File: src/rtl/dcpll_pkg.sv
// ----------------------------------------------------------------------------
// dcpll_pkg
// Shared types, constants and tables of the decision-directed carrier loop.
// ----------------------------------------------------------------------------
package dcpll_pkg;

	// default sizes handed to the top level
	localparam int DEF_SAMPLE_WIDTH  = 16;
	localparam int DEF_PHASE_WIDTH   = 24;
	localparam int DEF_CORDIC_STAGES = 16;

	// CORDIC data carry guard bits plus headroom for gain and quadrant fold
	localparam int GUARD_BITS = 8;
	localparam int CDC_HEAD   = GUARD_BITS + 3;

	// inverse CORDIC gain, Q0.16, and multiplier operand width for gains
	localparam int GAIN_W            = 17;
	localparam logic [15:0] INV_GAIN = 16'd39797;

	// arctangent table in 2^-32 turn
	localparam int ATAN_N  = 24;
	localparam int ATAN_IW = 5;
	localparam logic [31:0] ATAN_TAB [ATAN_N] = '{
		32'd536870912, 32'd316933406, 32'd167458907, 32'd85004756,
		32'd42667331,  32'd21354465,  32'd10679838,  32'd5340245,
		32'd2670163,   32'd1335087,   32'd667544,    32'd333772,
		32'd166886,    32'd83443,     32'd41722,     32'd20861,
		32'd10430,     32'd5215,      32'd2608,      32'd1304,
		32'd652,       32'd326,       32'd163,       32'd81
	};

	// configuration port
	localparam int ADDR_W = 5;
	localparam int DATA_W = 32;
	localparam int FREQ_W = 24;

	typedef enum logic [2:0] {
		REG_PROP_GAIN    = 3'd0,
		REG_INTEG_GAIN   = 3'd1,
		REG_FREQ_MIN     = 3'd2,
		REG_FREQ_MAX     = 3'd3,
		REG_ORDER_LOG2   = 3'd4,
		REG_POINT_OFFSET = 3'd5
	} reg_idx_t;

	localparam logic [15:0]       RST_PROP_GAIN    = 16'd0;
	localparam logic [15:0]       RST_INTEG_GAIN   = 16'd0;
	localparam logic [FREQ_W-1:0] RST_FREQ_MIN     = 24'h80_0000;
	localparam logic [FREQ_W-1:0] RST_FREQ_MAX     = 24'h7F_FFFF;
	localparam logic [2:0]        RST_ORDER_LOG2   = 3'd2;
	localparam logic [15:0]       RST_POINT_OFFSET = 16'd8192;

	// register file contents seen by the datapath
	typedef struct packed {
		logic [15:0]       prop_gain;
		logic [15:0]       integ_gain;
		logic [FREQ_W-1:0] freq_min;
		logic [FREQ_W-1:0] freq_max;
		logic [2:0]        order_log2;
		logic [15:0]       point_offset;
	} cfg_t;

	// commands to the shared CORDIC unit
	typedef struct packed {
		logic load_rot;
		logic load_vec;
		logic step;
	} cdc_ctrl_t;

endpackage

File: src/rtl/dcpll_regs.sv
// ----------------------------------------------------------------------------
// dcpll_regs
// APB-style configuration registers of the carrier loop.
// ----------------------------------------------------------------------------
module dcpll_regs import dcpll_pkg::*; (
	input  logic              clk,
	input  logic              arst_n,
	input  logic              psel,
	input  logic              penable,
	input  logic              pwrite,
	input  logic [ADDR_W-1:0] paddr,
	input  logic [DATA_W-1:0] pwdata,
	output logic [DATA_W-1:0] prdata,
	output logic              pready,
	output cfg_t              cfg
);

	cfg_t     cfg_q;
	logic     wr_en;
	reg_idx_t idx;

	assign pready = 1'b1;
	assign wr_en  = psel && penable && pwrite;
	assign idx    = reg_idx_t'(paddr[ADDR_W-1:2]);
	assign cfg    = cfg_q;

	// write one register per access cycle
	always_ff @(posedge clk or negedge arst_n) begin
		if (!arst_n) begin
			cfg_q.prop_gain    <= RST_PROP_GAIN;
			cfg_q.integ_gain   <= RST_INTEG_GAIN;
			cfg_q.freq_min     <= RST_FREQ_MIN;
			cfg_q.freq_max     <= RST_FREQ_MAX;
			cfg_q.order_log2   <= RST_ORDER_LOG2;
			cfg_q.point_offset <= RST_POINT_OFFSET;
		end else if (wr_en) begin
			case (idx)
				REG_PROP_GAIN:    cfg_q.prop_gain    <= pwdata[15:0];
				REG_INTEG_GAIN:   cfg_q.integ_gain   <= pwdata[15:0];
				REG_FREQ_MIN:     cfg_q.freq_min     <= pwdata[FREQ_W-1:0];
				REG_FREQ_MAX:     cfg_q.freq_max     <= pwdata[FREQ_W-1:0];
				REG_ORDER_LOG2:   cfg_q.order_log2   <= pwdata[2:0];
				REG_POINT_OFFSET: cfg_q.point_offset <= pwdata[15:0];
				default: ;
			endcase
		end
	end

	// return the addressed register, zero-extended
	always_comb begin
		case (idx)
			REG_PROP_GAIN:    prdata = DATA_W'(cfg_q.prop_gain);
			REG_INTEG_GAIN:   prdata = DATA_W'(cfg_q.integ_gain);
			REG_FREQ_MIN:     prdata = DATA_W'(cfg_q.freq_min);
			REG_FREQ_MAX:     prdata = DATA_W'(cfg_q.freq_max);
			REG_ORDER_LOG2:   prdata = DATA_W'(cfg_q.order_log2);
			REG_POINT_OFFSET: prdata = DATA_W'(cfg_q.point_offset);
			default:          prdata = '0;
		endcase
	end

endmodule

File: src/rtl/dcpll_cordic.sv
// ----------------------------------------------------------------------------
// dcpll_cordic
// One CORDIC micro-rotation unit, shared by rotation and vectoring modes.
// ----------------------------------------------------------------------------
module dcpll_cordic import dcpll_pkg::*; #(
	parameter int SAMPLE_WIDTH  = DEF_SAMPLE_WIDTH,
	parameter int CORDIC_STAGES = DEF_CORDIC_STAGES
) (
	input  logic                                   clk,
	input  logic                                   arst_n,
	input  cdc_ctrl_t                              ctrl,
	input  logic signed [SAMPLE_WIDTH-1:0]         ld_x,
	input  logic signed [SAMPLE_WIDTH-1:0]         ld_y,
	input  logic [31:0]                            ld_ang,
	output logic signed [SAMPLE_WIDTH+CDC_HEAD-1:0] x,
	output logic signed [SAMPLE_WIDTH+CDC_HEAD-1:0] y,
	output logic [31:0]                            z,
	output logic                                   last
);

	localparam int DW   = SAMPLE_WIDTH + CDC_HEAD;
	localparam int NSTG = (CORDIC_STAGES > ATAN_N) ? ATAN_N : CORDIC_STAGES;
	localparam int CW   = $clog2(NSTG);

	logic signed [DW-1:0] x_q, y_q, x0, y0, dx, dy;
	logic [31:0]          z_q, ang_p, rz, atan;
	logic [1:0]           quad;
	logic [CW-1:0]        cnt_q;
	logic                 rot_q, ccw;

	// scale the loaded sample up by the guard bits
	assign x0 = DW'(ld_x) <<< GUARD_BITS;
	assign y0 = DW'(ld_y) <<< GUARD_BITS;

	// fold the rotation angle into the nearest quadrant
	assign ang_p = ld_ang + 32'h2000_0000;
	assign quad  = ang_p[31:30];
	assign rz    = ld_ang - {quad, 30'd0};

	// micro-rotation operands and direction
	assign dx   = y_q >>> cnt_q;
	assign dy   = x_q >>> cnt_q;
	assign atan = ATAN_TAB[ATAN_IW'(cnt_q)];
	assign ccw  = rot_q ? !z_q[31] : (y_q[DW-1] || (y_q == '0));

	assign x    = x_q;
	assign y    = y_q;
	assign z    = z_q;
	assign last = (cnt_q == CW'(NSTG - 1));

	// track mode and stage index
	always_ff @(posedge clk or negedge arst_n) begin
		if (!arst_n) begin
			rot_q <= 1'b1;
			cnt_q <= '0;
		end else if (ctrl.load_rot || ctrl.load_vec) begin
			rot_q <= ctrl.load_rot;
			cnt_q <= '0;
		end else if (ctrl.step) begin
			cnt_q <= cnt_q + 1'b1;
		end
	end

	// load, then rotate by one stage per cycle while step is asserted
	always_ff @(posedge clk) begin
		if (ctrl.load_rot) begin
			z_q <= rz;
			case (quad)
				2'd1: begin
					x_q <= -y0;
					y_q <= x0;
				end
				2'd2: begin
					x_q <= -x0;
					y_q <= -y0;
				end
				2'd3: begin
					x_q <= y0;
					y_q <= -x0;
				end
				default: begin
					x_q <= x0;
					y_q <= y0;
				end
			endcase
		end else if (ctrl.load_vec) begin
			if (x0[DW-1]) begin
				x_q <= -x0;
				y_q <= -y0;
				z_q <= 32'h8000_0000;
			end else begin
				x_q <= x0;
				y_q <= y0;
				z_q <= '0;
			end
		end else if (ctrl.step) begin
			if (ccw) begin
				x_q <= x_q - dx;
				y_q <= y_q + dy;
				z_q <= z_q - atan;
			end else begin
				x_q <= x_q + dx;
				y_q <= y_q - dy;
				z_q <= z_q + atan;
			end
		end
	end

endmodule

File: src/rtl/decision_directed_carrier_pll_top.sv
// ----------------------------------------------------------------------------
// decision_directed_carrier_pll_top
// Decision-directed M-PSK carrier recovery loop with a shared CORDIC unit.
// ----------------------------------------------------------------------------
// Each sample is handled by the single CORDIC micro-rotation unit: it first
// de-rotates the sample by the loop phase, then measures the angle of the
// scaled result; each pass runs CORDIC_STAGES micro-rotations, capped at 24.
// One shared multiplier applies the inverse CORDIC gain between the two
// passes and the two loop gains after the second. One sample is in flight at
// a time. A finished result waits in the output register while the next
// sample is taken; the loop update of that next sample holds until the
// previous result has been taken.
// ----------------------------------------------------------------------------
module decision_directed_carrier_pll_top import dcpll_pkg::*; #(
	parameter int SAMPLE_WIDTH  = DEF_SAMPLE_WIDTH,
	parameter int PHASE_WIDTH   = DEF_PHASE_WIDTH,
	parameter int CORDIC_STAGES = DEF_CORDIC_STAGES
) (
	input  logic                           clk,
	input  logic                           arst_n,
	input  logic                           psel,
	input  logic                           penable,
	input  logic                           pwrite,
	input  logic [ADDR_W-1:0]              paddr,
	input  logic [DATA_W-1:0]              pwdata,
	output logic [DATA_W-1:0]              prdata,
	output logic                           pready,
	input  logic                           in_valid,
	output logic                           in_ready,
	input  logic signed [SAMPLE_WIDTH-1:0] in_i,
	input  logic signed [SAMPLE_WIDTH-1:0] in_q,
	output logic                           out_valid,
	input  logic                           out_ready,
	output logic signed [SAMPLE_WIDTH-1:0] out_i,
	output logic signed [SAMPLE_WIDTH-1:0] out_q,
	output logic signed [15:0]             phase_error,
	output logic signed [FREQ_W-1:0]       loop_freq
);

	localparam int DW   = SAMPLE_WIDTH + CDC_HEAD;
	localparam int PRW  = DW + GAIN_W;
	localparam int FW   = FREQ_W + 1;
	localparam int SUMW = 35;
	localparam int SCALE_SH = 16 + GUARD_BITS;
	localparam int FREQ_SH  = 8;
	localparam logic signed [PRW-1:0] SC_RND = PRW'(1) <<< (SCALE_SH - 1);
	localparam logic signed [PRW-1:0] SMAX   = PRW'((1 << (SAMPLE_WIDTH - 1)) - 1);
	localparam logic signed [PRW-1:0] SMIN   = -SMAX - PRW'(1);
	localparam logic [2:0] ORDER_MIN = 3'd1;
	localparam logic [2:0] ORDER_MAX = 3'd4;

	typedef enum logic [10:0] {
		S_IDLE = 11'b000_0000_0001,
		S_ROT  = 11'b000_0000_0010,
		S_SCX  = 11'b000_0000_0100,
		S_SCY  = 11'b000_0000_1000,
		S_SQ   = 11'b000_0001_0000,
		S_VLD  = 11'b000_0010_0000,
		S_VEC  = 11'b000_0100_0000,
		S_ERR  = 11'b000_1000_0000,
		S_MB   = 11'b001_0000_0000,
		S_FRQ  = 11'b010_0000_0000,
		S_DONE = 11'b100_0000_0000
	} state_t;

	state_t                          state_q;
	cfg_t                            cfg;
	cdc_ctrl_t                       cdc_ctrl;
	logic signed [DW-1:0]            cx, cy, mul_a;
	logic signed [GAIN_W-1:0]        mul_b;
	logic [31:0]                     cz, ang, zr;
	logic                            cdc_last;
	logic signed [SAMPLE_WIDTH-1:0]  ld_x, ld_y, oi_q, oq_q;
	logic signed [PRW-1:0]           prod_q, rnd, scaled, bshift;
	logic [PHASE_WIDTH-1:0]          phase_acc_q;
	logic signed [FREQ_W-1:0]        freq_acc_q;
	logic signed [FW-1:0]            f_q, f_next, fmin_x, fmax_x, f_clamp;
	logic signed [15:0]              err_q, err_next;
	logic [15:0]                     ang16, dang, wsec, wmask, whalf;
	logic [2:0]                      lc;
	logic signed [SUMW-1:0]          fsum;
	logic signed [SUMW-1:0]          inc;
	logic                            accept, done_go, out_valid_q;
	logic signed [SAMPLE_WIDTH-1:0]  out_i_q, out_q_q;
	logic signed [15:0]              out_err_q;

	function automatic logic signed [SAMPLE_WIDTH-1:0] sat_s(
		input logic signed [PRW-1:0] v
	);
		logic signed [PRW-1:0] t;
		begin
			t = v;
			if (t > SMAX) begin
				t = SMAX;
			end else if (t < SMIN) begin
				t = SMIN;
			end
			return t[SAMPLE_WIDTH-1:0];
		end
	endfunction

	dcpll_regs u_regs (
		.clk     (clk),
		.arst_n  (arst_n),
		.psel    (psel),
		.penable (penable),
		.pwrite  (pwrite),
		.paddr   (paddr),
		.pwdata  (pwdata),
		.prdata  (prdata),
		.pready  (pready),
		.cfg     (cfg)
	);

	dcpll_cordic #(
		.SAMPLE_WIDTH  (SAMPLE_WIDTH),
		.CORDIC_STAGES (CORDIC_STAGES)
	) u_cordic (
		.clk    (clk),
		.arst_n (arst_n),
		.ctrl   (cdc_ctrl),
		.ld_x   (ld_x),
		.ld_y   (ld_y),
		.ld_ang (ang),
		.x      (cx),
		.y      (cy),
		.z      (cz),
		.last   (cdc_last)
	);

	// handshake
	assign in_ready  = (state_q == S_IDLE);
	assign accept    = in_valid && in_ready;
	assign done_go   = (state_q == S_DONE) && (!out_valid_q || out_ready);
	assign out_valid = out_valid_q;
	assign out_i     = out_i_q;
	assign out_q     = out_q_q;
	assign phase_error = out_err_q;
	assign loop_freq   = freq_acc_q;

	// drive the CORDIC: rotate the new sample, then measure the scaled one
	assign cdc_ctrl.load_rot = accept;
	assign cdc_ctrl.load_vec = (state_q == S_VLD);
	assign cdc_ctrl.step     = (state_q == S_ROT) || (state_q == S_VEC);
	assign ld_x = (state_q == S_VLD) ? oi_q : in_i;
	assign ld_y = (state_q == S_VLD) ? oq_q : in_q;
	assign ang  = 32'd0 - (32'(phase_acc_q) << (32 - PHASE_WIDTH));

	// pick multiplier operands per step
	always_comb begin
		case (state_q)
			S_SCY: begin
				mul_a = cy;
				mul_b = GAIN_W'(INV_GAIN);
			end
			S_MB: begin
				mul_a = DW'(err_q);
				mul_b = GAIN_W'(cfg.integ_gain);
			end
			S_FRQ: begin
				mul_a = DW'(err_q);
				mul_b = GAIN_W'(cfg.prop_gain);
			end
			default: begin
				mul_a = cx;
				mul_b = GAIN_W'(INV_GAIN);
			end
		endcase
	end

	// round away the guard bits and gain, before saturation
	assign rnd    = prod_q + SC_RND;
	assign scaled = rnd >>> SCALE_SH;

	// slice by angle: nearest point gives the wrapped error
	assign zr       = cz + 32'h0000_8000;
	assign ang16    = ((oi_q == '0) && (oq_q == '0)) ? 16'd0 : zr[31:16];
	assign lc       = (cfg.order_log2 < ORDER_MIN) ? ORDER_MIN :
	                  (cfg.order_log2 > ORDER_MAX) ? ORDER_MAX : cfg.order_log2;
	assign wsec     = 16'd1 << (5'd16 - 5'(lc));
	assign wmask    = wsec - 16'd1;
	assign whalf    = wsec >> 1;
	assign dang     = ang16 - cfg.point_offset;
	assign err_next = $signed((dang + whalf) & wmask) - $signed(whalf);

	// integrate beta times error
	assign bshift = prod_q >>> FREQ_SH;
	assign f_next = FW'(freq_acc_q) + bshift[FW-1:0];

	// phase step and frequency clamp
	assign fsum   = (SUMW'(f_q) <<< 8) + prod_q[SUMW-1:0];
	assign inc    = fsum >>> (32 - PHASE_WIDTH);
	assign fmin_x = FW'($signed(cfg.freq_min));
	assign fmax_x = FW'($signed(cfg.freq_max));
	assign f_clamp = (f_q > fmax_x) ? fmax_x : (f_q < fmin_x) ? fmin_x : f_q;

	// sequencer
	always_ff @(posedge clk or negedge arst_n) begin
		if (!arst_n) begin
			state_q <= S_IDLE;
		end else begin
			case (state_q)
				S_IDLE: if (accept) state_q <= S_ROT;
				S_ROT:  if (cdc_last) state_q <= S_SCX;
				S_SCX:  state_q <= S_SCY;
				S_SCY:  state_q <= S_SQ;
				S_SQ:   state_q <= S_VLD;
				S_VLD:  state_q <= S_VEC;
				S_VEC:  if (cdc_last) state_q <= S_ERR;
				S_ERR:  state_q <= S_MB;
				S_MB:   state_q <= S_FRQ;
				S_FRQ:  state_q <= S_DONE;
				S_DONE: if (done_go) state_q <= S_IDLE;
				default: state_q <= S_IDLE;
			endcase
		end
	end

	// loop state and output flag
	always_ff @(posedge clk or negedge arst_n) begin
		if (!arst_n) begin
			phase_acc_q <= '0;
			freq_acc_q  <= '0;
			out_valid_q <= 1'b0;
		end else begin
			if (done_go) begin
				phase_acc_q <= phase_acc_q + inc[PHASE_WIDTH-1:0];
				freq_acc_q  <= f_clamp[FREQ_W-1:0];
				out_valid_q <= 1'b1;
			end else if (out_ready) begin
				out_valid_q <= 1'b0;
			end
		end
	end

	// datapath registers
	always_ff @(posedge clk) begin
		if ((state_q == S_SCX) || (state_q == S_SCY) ||
		    (state_q == S_MB) || (state_q == S_FRQ)) begin
			prod_q <= mul_a * mul_b;
		end
		if (state_q == S_SCY) begin
			oi_q <= sat_s(scaled);
		end
		if (state_q == S_SQ) begin
			oq_q <= sat_s(scaled);
		end
		if (state_q == S_ERR) begin
			err_q <= err_next;
		end
		if (state_q == S_FRQ) begin
			f_q <= f_next;
		end
		if (done_go) begin
			out_i_q   <= oi_q;
			out_q_q   <= oq_q;
			out_err_q <= err_q;
		end
	end

	// a new result appears only from the final step
	a_out_from_done: assert property (@(posedge clk) disable iff (!arst_n)
		$rose(out_valid_q) |-> $past(state_q == S_DONE))
		else $error("result raised outside the final step");

	// the loop phase moves only when a result is released
	a_phase_hold: assert property (@(posedge clk) disable iff (!arst_n)
		!done_go |=> $stable(phase_acc_q) && $stable(freq_acc_q))
		else $error("loop state changed without a released result");

	// an accepted request starts the de-rotation
	a_accept_rot: assert property (@(posedge clk) disable iff (!arst_n)
		accept |=> (state_q == S_ROT))
		else $error("accepted request did not start rotation");

	// vectoring starts only after both scaled components are stored
	a_vec_order: assert property (@(posedge clk) disable iff (!arst_n)
		(state_q == S_VLD) |-> $past(state_q == S_SQ))
		else $error("vectoring loaded out of order");

endmodule

File: config.mk
export PLATFORM = sky130hd
export DESIGN_NAME = decision_directed_carrier_pll_top
export DESIGN_NICKNAME = d
export VERILOG_FILES = /design/src/rtl/dcpll_pkg.sv /design/src/rtl/dcpll_regs.sv /design/src/rtl/dcpll_cordic.sv /design/src/rtl/decision_directed_carrier_pll_top.sv
export SDC_FILE = /design/constraint.sdc
export NUM_CORES = 2
export LEC_CHECK = 0
export BUFFER_PORTS_ARGS = -buffer_cell sky130_fd_sc_hd__buf_2
export CAP_MARGIN = 20
export CORE_MARGIN = 3
export CORE_UTILIZATION = 38
export CTS_CLUSTER_SIZE = 10
export DETAILED_ROUTE_END_ITERATION = 8
export HOLD_SLACK_MARGIN = 0.1
export PLACE_DENSITY = 0.6
export SLEW_MARGIN = 20
export SYNTH_ARGS = -nofsm -noshare
export SYNTH_HDL_FRONTEND = slang
export SYNTH_SLANG_ARGS = --single-unit
File: constraint.sdc
create_clock -name clk -period 8.9 [get_ports clk]
set_clock_uncertainty 0.15 [all_clocks]
set_input_delay 1.335 -clock clk [delete_from_list [all_inputs] [get_ports clk]]
set_output_delay 1.335 -clock clk [all_outputs]
set_load 0.1 [all_outputs]
---- Word level (Yosys, flattened, before mapping) ----
Memories as Yosys holds them, arrays and structs flattened.
Cells that the tools add are included.
storage, ports and cells
  logic and storage cells ................. 153
  register bits ........................... 415
  output and inout bits ................... 107
  ROM bits ................................ 1024
  memories kept ........................... 1
  bits of input ports ..................... 76
operators by class
  reductions and logical operators ........ 29
  shifts and indexed selects .............. 3
  multipliers ............................. 1
  muxes and demuxes ....................... 41
  $lt $le $gt $ge ......................... 7
  equal/unequal tests ..................... 24
  bitwise gates (word level) .............. 2
  add/sub/neg operators ................... 22
memory list
  memory            depth  bits a word  read ports  clocked after Yosys merged registers in  wr ports  line                source
  (name not given)  32     32           1           0                                        0         dcpll_cordic.sv:43  assign atan = ATAN_TAB[ATAN_IW'(cnt_q)];
operators by type and width
  kind                                                                  count
  27-bit 2-to-1 mux                                                     10
  32-bit 2-to-1 mux                                                     7
  27-bit case mux with 3 select lines                                   2
  24-bit case mux with 6 select lines                                   1
  11-bit case mux with 11 select lines                                  1
  16-bit 2-to-1 mux                                                     5
  32-bit adder                                                          2
  32-bit subtractor                                                     2
  27-bit adder                                                          2
  24-bit negation with 27-bit output                                    2
  27-bit case mux with 2 select lines                                   1
  27-bit by 4-bit >>> shifter with 27-bit output                        2
  27-bit subtractor                                                     2
  24-bit 2-to-1 mux                                                     2
  44-bit by 25-bit adder with 44-bit output (second input constant)     1
  27-bit by 17-bit multiplier with 44-bit output                        1
  11-bit 2-to-1 mux                                                     4
  32-bit by 16-bit adder with 32-bit output (second input constant)     1
  32-bit by 30-bit adder with 32-bit output (second input constant)     1
  16-bit zero test                                                      2
  16-bit case mux with 2 select lines                                   1
  1-bit by 32-bit subtractor with 32-bit output (first input constant)  1
  16-bit subtractor                                                     2
  27-bit zero test                                                      1
  47 further kinds                                                      73

---- Longest topological paths before layout ----
  word-level depth ........................ 9
  gate-level depth with buffers ........... 37
  mapped depth without buffers ............ 33

---- Hierarchy ----
Synthesis repeated with hierarchy kept, for this count alone.
second synthesis, totals
  cells, all modules ...................... 5636
  area total of the unflattened synthesis .. 50724.9 µm²
by module, submodules not included
  module                             cells an instance  sequential area each (µm²)  area each (µm²)  times used
  decision_directed_carrier_pll_top  3452               6217.2                      31247.5          1
  dcpll_cordic                       1827               2708.8                      14705.4          1
  dcpll_regs                         357                2509.9                      4772.1           1

---- Least setup slack after synthesis ----
OpenSTA, ideal clock, no wires.
  path type ............................... register to register
  from .................................... register state_q[6]
  to ...................................... register prod_q[40] (data pin)
  period minus slack after synthesis ...... 8.636 ns
  arrival time ............................ 8.228 ns
  setup slack ............................. 0.264 ns
  setup time .............................. 0.258 ns
  cell stages (with the launch flop) ...... 35
  required time ........................... 8.492 ns
  path through ............................ dfrtp_1 > nor3_1 > nand3_1 > nor3_1 > and3b_1 > clkbuf_1 > or2_2 > clkbuf_1 > nor2_1 > clkbuf_1 > buf_1 > a221oi_1 > nor2_1 > fa_1 > inv_1 > fa_1 > fa_1 > fa_1 > inv_1 > fa_1 > inv_1 > fa_1 > inv_1 > ha_1 > nand2_1 > nor2_1 > a211oi_1 > o21a_1 > o211ai_1 > a21oi_1 > nor3_1 > a221oi_1 > o21bai_1 > a21oi_1 > xnor2_1
on the way
  cells in the longest elaborated chain, start to end .. 4
  elaborated cells between the ends (all ways) .. 7
  classes of those cells .................. mul (1); eq/ne (3); mux (2); reduce/logical (1)
ends and longest elaborated chain
  what                                                                                                            line                                      source
  from (decl)                                                                                                     decision_directed_carrier_pll_top.sv:66   state_t state_q;
  from (signal assigned)                                                                                          decision_directed_carrier_pll_top.sv:200  state_q <= S_IDLE;
  from (signal assigned)                                                                                          decision_directed_carrier_pll_top.sv:203  S_IDLE: if (accept) state_q <= S_ROT;
  from (signal assigned)                                                                                          decision_directed_carrier_pll_top.sv:204  S_ROT: if (cdc_last) state_q <= S_SCX;
  11-bit by 9-bit == test with 1-bit output / 11-bit by 10-bit == test with 1-bit output (equally long branches)  decision_directed_carrier_pll_top.sv:151  case (state_q)
  2-bit OR reduction (no line)                                                                                    --
  27-bit case mux with 2 select lines                                                                             decision_directed_carrier_pll_top.sv:151
  27-bit by 17-bit multiplier with 44-bit output *                                                                decision_directed_carrier_pll_top.sv:240  prod_q <= mul_a * mul_b;
  to (signal assigned)                                                                                            decision_directed_carrier_pll_top.sv:240
  to (decl)                                                                                                       decision_directed_carrier_pll_top.sv:74   logic signed [PRW-1:0] prod_q, rnd, scaled, bshift;
Every way passes the cells marked *; elsewhere a longest branch is shown, timed or not.
A chain may end at the register's enable or synchronous reset.

---- Worst setup path in the final report ----
  from .................................... register state_q[8]
  to ...................................... register prod_q[39] (data pin)
The elaborated chain is that of the path after synthesis.

==> flow_summary.json <==
{
  "vias": 41000,
  "viasPerCell": 5.53,
  "cp_slowest_cell": "a221oi_1",
  "drtPass1Iterations": 5,
  "netlist_top_cells_area": "fa_1, edfxtp_1, ha_1",
  "layout_commonest_cell": "inv_1",
  "core_area_mm2": 0.128,
  "first_iter_violations": 3803,
  "syn_inst": 5449,
  "grt_pass1_vias": 39900,
  "fin_crit_sh_pct": 96.7,
  "seq_area_frac_synth_pct": 23.2,
  "clock.fmax_mhz": 116,
  "critPathMaxStageDelay_ns": 0.80,
  "cts_buffers": 51,
  "end_kind": "flip-flop",
  "die_area_mm2": 0.134,
  "cp-start-kind": "flip-flop",
  "required_ns": 9.15,
  "ys_async_sr_fraction_pct": 40.3,
  "ant_nets": 0,
  "holdWs_ns": 0.340,
  "final_cell_mix": "inv_1, nand2_1, nor2_1",
  "path_clk_slew_ns": 0.06,
  "grt_overflow": 0,
  "avgSynthCellArea_um2": 9.04,
  "hold_path_class": "reg2reg",
  "fin_nets": 6524,
  "maxSlewViolCount": 0,
  "setup_viol": 0,
  "cp_num_buf_inv": 9,
  "setup.worst_path.class": "reg2reg",
  "cts_tree": "yes",
  "io_pins": 183,
  "synth_warnings": 0,
  "hpwl_um": 130000,
  "clock_path_buffers": 3,
  "grt_pass1_wl_um": 247000,
  "outcome": "complete, no violations",
  "std_cell_rows": 131,
  "htree_levels": 2,
  "drive_above_1_share_pct": 12.5,
  "drcViolationCount": 0,
  "synth_seq_cells": 407,
  "fillers": 12700,
  "synth_area_mm2": 0.0493,
  "period_minus_slack_ns": 8.60,
  "clkLatencyLatePin_ns": 0.68,
  "die_y_um": 366,
  "clkSinkCount": 407,
  "antenna_found_initial": 9,
  "gp_congestion": 0.983,
  "wl_per_cell_um": 22.0,
  "initial_core_util_pct": 38.4,
  "worstPathMaxFanout": 12,
  "synth_edf_count": 243,
  "fp.dieW_um": 366,
  "drv_cap": 0,
  "wl_um": 163000,
  "critPathTopFamily": "adder cells",
  "yosysTopAreaCell": "fa_1",
  "port_buffers": 163,
  "grt_max_degree": 71,
  "cp_data_arrival_time_ns": 8.86,
  "tightest_slew_ns": 1.18,
  "synth_flop_cell": "edfxtp_1",
  "synth_top_area_share_pct": 17.8,
  "hold_violations": 0,
  "relSlewSlack_pct": 20.4,
  "ys_types": 91,
  "grt_usage_pct": 23.8,
  "cts_root_buffer": "clkbuf_16",
  "syn_to_final_growth_pct": 11.4
}
## flip-flops by register name, summed over array words and instances (netlist names), 16 cells and up
signal / count
f_q: 25
oi_q: 16
phase_acc_q: 24
phase_error: 16
u_cordic.x: 27
prod_q: 36
u_cordic.z: 32
err_q: 16
loop_freq: 24
oq_q: 16
u_cordic.y: 27
u_regs.cfg: 99
out_q: 16
out_i: 16
## worst register-to-register path: cells and delay by family (launching register included)
| kind | cells | cell delay [ns] |
|---|---|---|
| xor+xnor | 1 | 0.13 |
| fa+ha+maj | 7 | 2.94 |
| simple gates | 7 | 1.28 |
| buf+inv | 9 | 1.16 |
| flops | 1 | 0.43 |
| compound gates | 9 | 2.27 |
## layer usage
layer / routed length [um] / global-route usage (%) / vias up
li1: - / - / 18900
met1: 71800 / 33.9 / 20200
met2: 70900 / 36.4 / 1613
met3: 14100 / 4.22 / 259
met4: 6110 / 8.22 / 2
met5: 13 / 0 / -
## what timing repair did
action	CTS	global route
resized for setup	3	36
cloned	1	0
hold buffers	0	0
setup endpoints to repair	3	17
buffers inserted	0	12
pin swaps	2	9
## through the flow
step           util, %  area [um^2]  cells  TNS, ns  worst slack [ns]
3_5_place_dp      41.3        53000   7312   -0.136           -0.0580
5_1_grt           42.8        54900   7419  -0.0461           -0.0416
2_1_floorplan        -        49400   5473        0             0.264
6_report          42.8        54900   7419        0             0.296
4_1_cts           42.6        54600   7404        0            0.0151
3_3_place_gp      41.3        53000   7312   -0.149           -0.0642
## final timing paths
check / from / slack [ns] / cells past startpoint / to
max in group asynchronous: arst_n / 6.87 / 2 / u_cordic.cnt_q[1]$_DFFE_PN0P_
min reg2reg: u_cordic.rot_q$_DFFE_PN1N_ / 0.34 / 2 / u_cordic.rot_q$_DFFE_PN1N_
min: u_cordic.rot_q$_DFFE_PN1N_ / 0.34 / 2 / u_cordic.rot_q$_DFFE_PN1N_
min in group asynchronous: arst_n / 0.46 / 1 / u_regs.cfg[49]$_DFFE_PN0P_
max: state_q[8]$_DFFE_PN0P_ / 0.30 / 33 / prod_q[39]$_DFFE_PP_
max reg2reg: state_q[8]$_DFFE_PN0P_ / 0.30 / 33 / prod_q[39]$_DFFE_PP_
## area by class of cell
class | instances | area, um^2 | share of cell area [%]
antenna | 2 | 5.00 | 0.00912
sequential | 407 | 11400 | 20.9
clock inverter | 10 | 154 | 0.280
clock buffer | 81 | 1480 | 2.70
multi-input combinational | 4134 | 34600 | 63.0
timing repair buffer | 366 | 2470 | 4.49
tap | 1729 | 2160 | 3.94
inverter | 690 | 2590 | 4.72
## Yosys cell counts (11+ instances only)
cell type and n:
a221o_1 34, xor2_1 160, a41oi_1 11, or2_2 13
nor4_1 25, clkbuf_1 170, mux4_2 63, and3_1 52
a21oi_1 260, a221oi_1 32, mux2_2 89, o22ai_1 28
a211oi_1 25, o21a_1 36, o211ai_1 38, a22oi_1 29
ha_1 359, o21ai_0 244, nand4_1 17, fa_1 439
nand2_1 646, a31oi_1 37, nand3_1 116, o31ai_1 19
buf_2 23, edfxtp_1 243, nor2_1 463, a21o_1 88
nor3b_1 15, o21ai_1 11, o21bai_1 19, dfrtp_1 136
or3_1 27, nand2b_1 55, nor3_1 78, and2_1 44
mux2i_1 138, buf_1 28, buf_4 19, o221ai_1 21
a21boi_0 17, dfstp_2 28, nor2b_1 44, xnor2_1 214
inv_1 689
## kinds of logic (layout without fill, tap and decap cells)
| kind of cell | after synthesis | count (layout) | synth area share [%] |
|---|---|---|---|
| flops | 407 | 407 | 23.2 |
| compound gates | 1008 | 1008 | 13.1 |
| simple gates | 1635 | 1636 | 14.9 |
| mux | 290 | 290 | 7.72 |
| buf+inv | 933 | 1147 | 7.36 |
| xor+xnor | 376 | 376 | 6.74 |
| fa+ha+maj | 798 | 798 | 27.0 |
| other cells | 2 | 28 | 0.0152 |
Power is left out: the tool's default activity adds up to more than one toggle a clock period on the data nets, which glitch-free logic cannot reach.
